File: src/design/jci_pkg.sv
// ----------------------------------------------------------------------------
// Jump commitment interlock package
// Phase, scope, event and reason codes and the types shared by the modules.
// ----------------------------------------------------------------------------
`timescale 1ns / 1ps

package jci_pkg;

  // Width of the tag fields on the input channel.
  localparam int EV_TAG_W         = 32;
  localparam int TAG_BITS_DEFAULT = 32;

  // Padded channel widths.
  localparam int IN_TDATA_W  = 72;
  localparam int IN_TUSER_W  = 3;
  localparam int OUT_TDATA_W = 16;

  typedef enum logic [2:0] {
    PH_GROUND    = 3'd0,
    PH_READY     = 3'd1,
    PH_COMMITTED = 3'd2,
    PH_FLIGHT    = 3'd3,
    PH_LANDED    = 3'd4,
    PH_EMERGENCY = 3'd5
  } phase_t;

  typedef enum logic [1:0] {
    SC_GROUND    = 2'd0,
    SC_BOUNDARY  = 2'd1,
    SC_EMERGENCY = 2'd2
  } scope_t;

  typedef enum logic [2:0] {
    EV_PUBLISH    = 3'd0,
    EV_WITHDRAW   = 3'd1,
    EV_LOCK       = 3'd2,
    EV_LAUNCH     = 3'd3,
    EV_INVALIDATE = 3'd4,
    EV_LANDING    = 3'd5
  } cmd_t;

  typedef enum logic [3:0] {
    R_ACCEPTED       = 4'd0,
    R_ID_REQUIRED    = 4'd1,
    R_NOT_LOCKED     = 4'd2,
    R_MISMATCH       = 4'd3,
    R_BAD_IN_HOLD    = 4'd4,
    R_BAD_IN_READY   = 4'd5,
    R_NO_REPLACE     = 4'd6,
    R_BAD_AFTER_LOCK = 4'd7,
    R_NO_REDIRECT    = 4'd8,
    R_EMERGENCY      = 4'd9,
    R_BAD_PHASE      = 4'd10
  } reason_t;

  // What happens to the held tags on a transfer.
  typedef enum logic [1:0] {
    TAG_KEEP  = 2'd0,
    TAG_LOAD  = 2'd1,
    TAG_CLEAR = 2'd2
  } tag_op_t;

  // Result item; the last field sits in the lowest bits.
  typedef struct packed {
    logic    may_publish;
    scope_t  scope;
    phase_t  phase;
    reason_t reason;
    logic    accepted;
  } result_t;

  localparam int RES_W = $bits(result_t);

  typedef struct packed {
    result_t res;
    tag_op_t tag_op;
  } decision_t;

endpackage

File: src/design/jump_commitment_interlock_fsm.sv
// ----------------------------------------------------------------------------
// Jump commitment interlock
// Six-phase interlock that vets publish, withdraw, lock, launch, invalidate and landing events.
// ----------------------------------------------------------------------------
// Events arrive on the in_ stream: in_tuser carries the event code and
// in_tdata the bundle and boundary tags with their valid flags. Each event
// transfer produces exactly one result transfer on the out_ stream, carrying
// the verdict, the reason code, the new phase and scope and the publish flag.
// An event is held in an input register, decided against the stored phase
// and held tags, and written to the result register together with the state
// update. A result is offered once its event is in the result register. One
// event per cycle is sustained with out_tready high: the phase and tag update
// is a single registered step, so consecutive events see each other's effect.
// When the receiver holds out_tready low the result register keeps its item
// and an empty input register still takes one more event, after which
// in_tready drops until the result has gone. Reset clears both registers,
// returns the phase to ground hold with ground scope and drops the held tags.
// Emergency delegated is left only through reset.
// ----------------------------------------------------------------------------
`timescale 1ns / 1ps

module jump_commitment_interlock_fsm import jci_pkg::*; #(
  parameter int TAG_BITS = TAG_BITS_DEFAULT
) (
  input  logic                   clk,
  input  logic                   rst_n,
  input  logic                   in_tvalid,
  output logic                   in_tready,
  // bundle_valid[0], bundle_tag[32:1], boundary_valid[33], boundary_tag[65:34]
  input  logic [IN_TDATA_W-1:0]  in_tdata,
  // cmd[2:0]
  input  logic [IN_TUSER_W-1:0]  in_tuser,
  output logic                   out_tvalid,
  input  logic                   out_tready,
  // accepted[0], reason[4:1], phase_out[7:5], scope_out[9:8], may_publish[10]
  output logic [OUT_TDATA_W-1:0] out_tdata
);

  localparam int HELD_W = (TAG_BITS < EV_TAG_W) ? TAG_BITS : EV_TAG_W;

  // Input register.
  logic                in_valid_r;
  cmd_t                cmd_r;
  logic                bundle_valid_r;
  logic [EV_TAG_W-1:0] bundle_tag_r;
  logic                boundary_valid_r;
  logic [EV_TAG_W-1:0] boundary_tag_r;

  // Interlock state.
  phase_t              phase_r;
  scope_t              scope_r;
  logic                held_bundle_valid_r;
  logic [HELD_W-1:0]   held_bundle_tag_r;
  logic                held_boundary_valid_r;
  logic [HELD_W-1:0]   held_boundary_tag_r;

  // Result register.
  logic                out_valid_r;
  result_t             out_r;

  decision_t           dec;
  logic                advance;
  logic                in_xfer;

  assign advance   = !out_valid_r || out_tready;
  assign in_tready = !in_valid_r || advance;
  assign in_xfer   = in_tvalid && in_tready;

  jci_decide #(
    .HELD_W (HELD_W)
  ) u_decide (
    .phase_i               (phase_r),
    .scope_i               (scope_r),
    .held_bundle_valid_i   (held_bundle_valid_r),
    .held_bundle_tag_i     (held_bundle_tag_r),
    .held_boundary_valid_i (held_boundary_valid_r),
    .held_boundary_tag_i   (held_boundary_tag_r),
    .cmd_i                 (cmd_r),
    .bundle_valid_i        (bundle_valid_r),
    .bundle_tag_i          (bundle_tag_r),
    .boundary_valid_i      (boundary_valid_r),
    .boundary_tag_i        (boundary_tag_r),
    .dec_o                 (dec)
  );

  always_ff @(posedge clk) begin
    if (!rst_n) begin
      in_valid_r <= 1'b0;
    end else if (in_tready) begin
      in_valid_r <= in_tvalid;
    end
  end

  always_ff @(posedge clk) begin
    if (in_xfer) begin
      cmd_r            <= cmd_t'(in_tuser[2:0]);
      bundle_valid_r   <= in_tdata[0];
      bundle_tag_r     <= in_tdata[32:1];
      boundary_valid_r <= in_tdata[33];
      boundary_tag_r   <= in_tdata[65:34];
    end
  end

  // The state moves with the event as it passes into the result register.
  always_ff @(posedge clk) begin
    if (!rst_n) begin
      phase_r               <= PH_GROUND;
      scope_r               <= SC_GROUND;
      held_bundle_valid_r   <= 1'b0;
      held_bundle_tag_r     <= '0;
      held_boundary_valid_r <= 1'b0;
      held_boundary_tag_r   <= '0;
    end else if (advance && in_valid_r) begin
      phase_r <= dec.res.phase;
      scope_r <= dec.res.scope;
      unique case (dec.tag_op)
        TAG_LOAD: begin
          held_bundle_valid_r   <= 1'b1;
          held_bundle_tag_r     <= bundle_tag_r[HELD_W-1:0];
          held_boundary_valid_r <= 1'b1;
          held_boundary_tag_r   <= boundary_tag_r[HELD_W-1:0];
        end
        TAG_CLEAR: begin
          held_bundle_valid_r   <= 1'b0;
          held_bundle_tag_r     <= '0;
          held_boundary_valid_r <= 1'b0;
          held_boundary_tag_r   <= '0;
        end
        default: begin
        end
      endcase
    end
  end

  always_ff @(posedge clk) begin
    if (!rst_n) begin
      out_valid_r <= 1'b0;
    end else if (advance) begin
      out_valid_r <= in_valid_r;
    end
  end

  always_ff @(posedge clk) begin
    if (advance && in_valid_r) begin
      out_r <= dec.res;
    end
  end

  assign out_tvalid = out_valid_r;
  assign out_tdata  = {{(OUT_TDATA_W - RES_W){1'b0}}, out_r};

endmodule

File: src/design/jci_decide.sv
// ----------------------------------------------------------------------------
// Jump commitment interlock decision logic
// Next phase, scope, tag action and verdict for one event.
// ----------------------------------------------------------------------------
`timescale 1ns / 1ps

module jci_decide import jci_pkg::*; #(
  parameter int HELD_W = (TAG_BITS_DEFAULT < EV_TAG_W) ? TAG_BITS_DEFAULT : EV_TAG_W
) (
  input  phase_t                phase_i,
  input  scope_t                scope_i,
  input  logic                  held_bundle_valid_i,
  input  logic [HELD_W-1:0]     held_bundle_tag_i,
  input  logic                  held_boundary_valid_i,
  input  logic [HELD_W-1:0]     held_boundary_tag_i,
  input  cmd_t                  cmd_i,
  input  logic                  bundle_valid_i,
  input  logic [EV_TAG_W-1:0]   bundle_tag_i,
  input  logic                  boundary_valid_i,
  input  logic [EV_TAG_W-1:0]   boundary_tag_i,
  output decision_t             dec_o
);

  logic    has_ids;
  logic    bnd_match;
  logic    bun_match;
  logic    both_match;
  logic    acc;
  reason_t reason;
  phase_t  phase_nxt;
  scope_t  scope_nxt;
  tag_op_t tag_op;

  assign has_ids    = bundle_valid_i && boundary_valid_i;
  assign bnd_match  = held_boundary_valid_i && boundary_valid_i &&
                      (held_boundary_tag_i == boundary_tag_i[HELD_W-1:0]);
  assign bun_match  = held_bundle_valid_i && bundle_valid_i &&
                      (held_bundle_tag_i == bundle_tag_i[HELD_W-1:0]);
  assign both_match = bnd_match && bun_match;

  always_comb begin
    acc       = 1'b0;
    reason    = R_BAD_PHASE;
    phase_nxt = phase_i;
    scope_nxt = scope_i;
    tag_op    = TAG_KEEP;
    unique case (phase_i)
      PH_GROUND, PH_READY, PH_LANDED: begin
        priority if (cmd_i == EV_PUBLISH) begin
          if (!has_ids) begin
            reason = R_ID_REQUIRED;
          end else begin
            acc       = 1'b1;
            phase_nxt = PH_READY;
            scope_nxt = SC_GROUND;
            tag_op    = TAG_LOAD;
          end
        end else if (cmd_i == EV_LAUNCH) begin
          reason = R_NOT_LOCKED;
        end else if (phase_i == PH_READY &&
                     (cmd_i == EV_WITHDRAW || cmd_i == EV_LOCK)) begin
          priority if (!both_match) begin
            reason = R_MISMATCH;
          end else if (cmd_i == EV_WITHDRAW) begin
            acc       = 1'b1;
            phase_nxt = PH_GROUND;
            scope_nxt = SC_GROUND;
            tag_op    = TAG_CLEAR;
          end else begin
            acc       = 1'b1;
            phase_nxt = PH_COMMITTED;
            scope_nxt = SC_BOUNDARY;
          end
        end else begin
          reason = (phase_i == PH_READY) ? R_BAD_IN_READY : R_BAD_IN_HOLD;
        end
      end
      PH_COMMITTED: begin
        priority if (cmd_i == EV_PUBLISH) begin
          reason = R_NO_REPLACE;
        end else if (cmd_i == EV_LAUNCH) begin
          if (!bnd_match) begin
            reason = R_MISMATCH;
          end else begin
            acc       = 1'b1;
            phase_nxt = PH_FLIGHT;
          end
        end else if (cmd_i == EV_INVALIDATE) begin
          acc       = 1'b1;
          phase_nxt = PH_EMERGENCY;
          scope_nxt = SC_EMERGENCY;
        end else begin
          reason = R_BAD_AFTER_LOCK;
        end
      end
      PH_FLIGHT: begin
        priority if (cmd_i == EV_LANDING) begin
          acc       = 1'b1;
          phase_nxt = PH_LANDED;
          scope_nxt = SC_GROUND;
          tag_op    = TAG_CLEAR;
        end else if (cmd_i == EV_INVALIDATE) begin
          acc       = 1'b1;
          phase_nxt = PH_EMERGENCY;
          scope_nxt = SC_EMERGENCY;
        end else begin
          reason = R_NO_REDIRECT;
        end
      end
      PH_EMERGENCY: begin
        reason = R_EMERGENCY;
      end
      default: begin
        // An unreachable phase code rejects everything and holds the state.
        reason = R_BAD_PHASE;
      end
    endcase
    if (acc) begin
      reason = R_ACCEPTED;
    end

    dec_o.res.accepted    = acc;
    dec_o.res.reason      = reason;
    dec_o.res.phase       = phase_nxt;
    dec_o.res.scope       = scope_nxt;
    dec_o.res.may_publish = (phase_nxt == PH_GROUND) || (phase_nxt == PH_READY) ||
                            (phase_nxt == PH_LANDED);
    dec_o.tag_op          = tag_op;
  end

endmodule

File: config.mk
export PLATFORM = sky130hd
export DESIGN_NAME = jump_commitment_interlock_fsm
export DESIGN_NICKNAME = d
export VERILOG_FILES = /design/src/design/jci_pkg.sv /design/src/design/jump_commitment_interlock_fsm.sv /design/src/design/jci_decide.sv
export SDC_FILE = /design/constraint.sdc
export NUM_CORES = 1
export LEC_CHECK = 0
export ABC_AREA = 1
export BUFFER_PORTS_ARGS = -buffer_cell sky130_fd_sc_hd__buf_2
export CORE_MARGIN = 8
export CORE_UTILIZATION = 25
export CTS_CLUSTER_SIZE = 24
export DETAILED_ROUTE_END_ITERATION = 6
export GPL_ROUTABILITY_DRIVEN = 1
export PLACE_DENSITY = 0.38
export SKIP_LAST_GASP = 1
export SLEW_MARGIN = 25
export SYNTH_ARGS = -nofsm -noshare
export SYNTH_HDL_FRONTEND = slang
export SYNTH_SLANG_ARGS = --single-unit
File: constraint.sdc
create_clock -name clk -period 6.7 [get_ports clk]
set_clock_uncertainty 0.05 [all_clocks]
set_input_delay 0.335 -clock clk [delete_from_list [all_inputs] [get_ports clk]]
set_output_delay 0.335 -clock clk [all_outputs]
set_load 0.05 [all_outputs]
==> flow_summary.ini <==
[cts]
clockRootBuffer = clkbuf_16
clk_pin_slew_ps = 70
insertion_delay_ps = 430
ctsResizeCount = 0
htreeDepth = 4
cts.sinks = 152
cts_tree = done
clk_path_buf_depth = 2
numCtsBuffers = 17

[floorplanning]
chipWidth_um = 183
die_h_um = 183
ioPinCount = 97
dieArea_sq_um = 33400
num_rows = 61
start_util = 0.252
fp.coreArea_sq_um = 27600

[global_route]
overflow = 0
grt_pass1_wl_um = 27400
antenna_found_initial = 1
grt_pass1_vias = 5099
grt_max_degree = 70
grt_util_all_layers = 0.106

[critical_path]
worstPathMaxFanout = 53
timing.rr.start = boundary_tag_r[14]
rr_worst_depth = 15
worst_setup_path_start_kind = flop
worstSetupStartpoint = boundary_tag_r[14]
path_class = flop to flop
endpoint_kind = flop
worstPathArrival_ps = 4250
r2r-end = held_bundle_tag_r[0]
ff2ff_setup_slack_ps = 2760
required_ps = 7010

[final_layout]
fin_nets = 1026
area_growth_pct = 20.4
drive_gt1_frac = 0.165
n_antenna_cell = 0

[power_and_ir_drop]
powerDensity_nw_per_um2 = 252
vdd_drop_max_uv = 103
power_uw = 2110
p_leak_uw = 0.00339

[synthesis]
synth_xor_area_frac = 0.0113
synth_adder_area_share = 0.00180
synth_compound_area_frac = 0.0882
synthSimpleGateAreaFrac = 0.244
synth-warning-count = 0
syn-cell-area_sq_um = 6950
ys_seq_area_frac = 0.553
synth_top_family_by_area = simple AND/OR/NAND/NOR gates
synthCells = 856
synthDistinctLibCells = 36
ys_seq_elements = 152
synth_area_per_cell_sq_um = 8.12
synthMuxAreaShare = 0

[sta]
slew_violations = 0
fin_setup_tns_ps = 0
rsz0062_at_grt = false
hold_viol = 0
slew_headroom = 0.364
worst_slew_pin_slew_ps = 954
setup_viol = 0
fmaxAchievable_mhz = 254
period_share = 0.588
finalCriticalPeriod_ps = 3940

[detailed_routing]
drt-initial-drc-count = 304
wire_per_inst_um = 13.0
vias_per_cell = 3.98
ant_nets = 0
drtPass1Iterations = 6
vias = 5318
drt_wl_total_um = 17300
drcViolationCount = 0

[min_path]
holdPathEnd = bundle_tag_r[25]
hp-start = in_tdata[26]
whs_path_depth = 1
hp-class = input port to flop

[status]
status = completed

[place]
dp_hpwl_um = 11900
io_buffers = 85
gp_congestion = 0.802

[run]
maxCapViolCount = 0
## area by class of cell
class | count | area, sq um
fill | 2899 | 19200
sequential | 152 | 3840
multi-input combinational | 530 | 2420
inverter | 152 | 572
timing repair buffer | 93 | 495
tap | 378 | 473
clock buffer | 18 | 439
clock inverter | 14 | 118
## worst max-delay path by stage
stage | endpoint | cells past startpoint
floorplan | boundary_tag_r[0] | 3
global placement | held_bundle_tag_r[3] | 15
detailed placement | held_bundle_tag_r[1] | 15
CTS | held_bundle_tag_r[0] | 15
global route | held_bundle_tag_r[3] | 15
finish | held_bundle_tag_r[0] | 15
## stage by stage
| stage | cells | setup WS [ps] | hold slack (ps) | util | cell area (sq um) |
|---|---|---|---|---|---|
| floorplan | 860 | 3750 | 384 | - | 6960 |
| global placement | 1301 | 2650 | 404 | 0.282 | 7770 |
| detailed placement | 1301 | 2650 | 409 | 0.282 | 7770 |
| CTS | 1333 | 2620 | 1.80 | 0.302 | 8320 |
| global route | 1337 | 2340 | 0.270 | 0.304 | 8360 |
| finish | 1337 | 2760 | 24.4 | 0.304 | 8360 |
## power by group
part           switching, uW  internal [uW]
Clock                    424            493
Combinational           98.5           49.1
Sequential              25.0           1020
Total                    548           1560
## synth_stat cells, drive strengths merged
cell type  count  area share
clkbuf        12      0.0065
buf           14       0.013
ha             1      0.0018
conb           1     0.00054
dfxtp         72        0.21
o32ai          1      0.0013
nand2        288        0.16
nand4         13       0.014
nor3           4      0.0029
edfxtp        80        0.35
xor2           3      0.0038
or2            1     0.00090
a31oi          1     0.00090
o22ai         13       0.020
nand3b         1      0.0011
a311oi         1      0.0013
nand3         18       0.014
xnor2          6      0.0076
o211ai         3      0.0040
o21ai         20       0.014
a21oi         64       0.047
nor2          87       0.052
inv          152       0.082
## metal layers
metal,global-route usage,share of wire,routed length (um),up-vias
met5,0,0.00058,10,-
met4,0.0374,0.013,223,2
met3,0.0266,0.036,620,16
met2,0.158,0.42,7340,90
met1,0.146,0.53,9130,2362
li1,-,-,-,2848
## sequential cells by signal (all words and copies together) (netlist names)
name                   flops
boundary_tag_r            32
boundary_valid_r           1
bundle_tag_r              32
bundle_valid_r             1
cmd_r                      3
held_boundary_tag_r       32
held_boundary_valid_r      1
held_bundle_tag_r         32
in_valid_r                 1
out_tdata                 11
out_tvalid                 1
phase_r                    3
scope_r                    2
## layout by cell type, fill, tap and decap left out, types with 2 or more instances in the layout
| cell | synthesis | routed |
|---|---|---|
| clkinv_4 | 0 | 5 |
| xor2_1 | 3 | 3 |
| o21ai_1 | 8 | 8 |
| clkinv_2 | 0 | 3 |
| clkbuf_16 | 0 | 17 |
| nor3_1 | 4 | 4 |
| o211ai_1 | 2 | 2 |
| o21ai_0 | 12 | 12 |
| inv_6 | 0 | 3 |
| inv_8 | 0 | 2 |
| o22ai_2 | 9 | 9 |
| clkinvlp_4 | 0 | 2 |
| buf_4 | 5 | 4 |
| inv_1 | 142 | 141 |
| nor2_4 | 4 | 5 |
| nand2_2 | 3 | 3 |
| xnor2_1 | 6 | 6 |
| conb_1 | 1 | 5 |
| nand4_1 | 12 | 12 |
| o22ai_1 | 4 | 4 |
| inv_2 | 10 | 10 |
| dfxtp_1 | 72 | 72 |
| nand2_1 | 283 | 283 |
| nand3_1 | 17 | 17 |
| dlygate4sd3_1 | 0 | 4 |
| nand2_4 | 2 | 2 |
| edfxtp_1 | 80 | 80 |
| nor2_2 | 3 | 3 |
| a21oi_1 | 63 | 63 |
| buf_2 | 8 | 85 |
| nor2_1 | 80 | 79 |
## logic make-up (layout without fill, tap and decap cells)
kind of cell / Yosys count / count (layout)
compound gates: 103 / 103
xor+xnor: 9 / 9
fa+ha+maj: 1 / 1
buf+inv: 178 / 277
flops: 152 / 152
other cells: 1 / 5
simple gates: 412 / 412
## critical path, stage by stage, from the launching register on
cell and delay, ps:
edfxtp_1 410, xnor2_1 280, nand2_1 80, nor3_1 190, nand3_1 150, nor2_4 190, nand3_1 160, o21ai_0 130
ha_1 290, nor2_4 480, inv_2 110, buf_4 360, or2_1 610, o22ai_1 230, inv_1 70, nor2_1 70
## what timing repair did
item / in CTS / in global routing
hold endpoints to repair: 0 / 4
hold buffers: 0 / 4
buffers inserted: 0 / 0
endpoints found under the setup margin: 0 / 0
No activity file was read; power rests on OpenSTA's default activity.
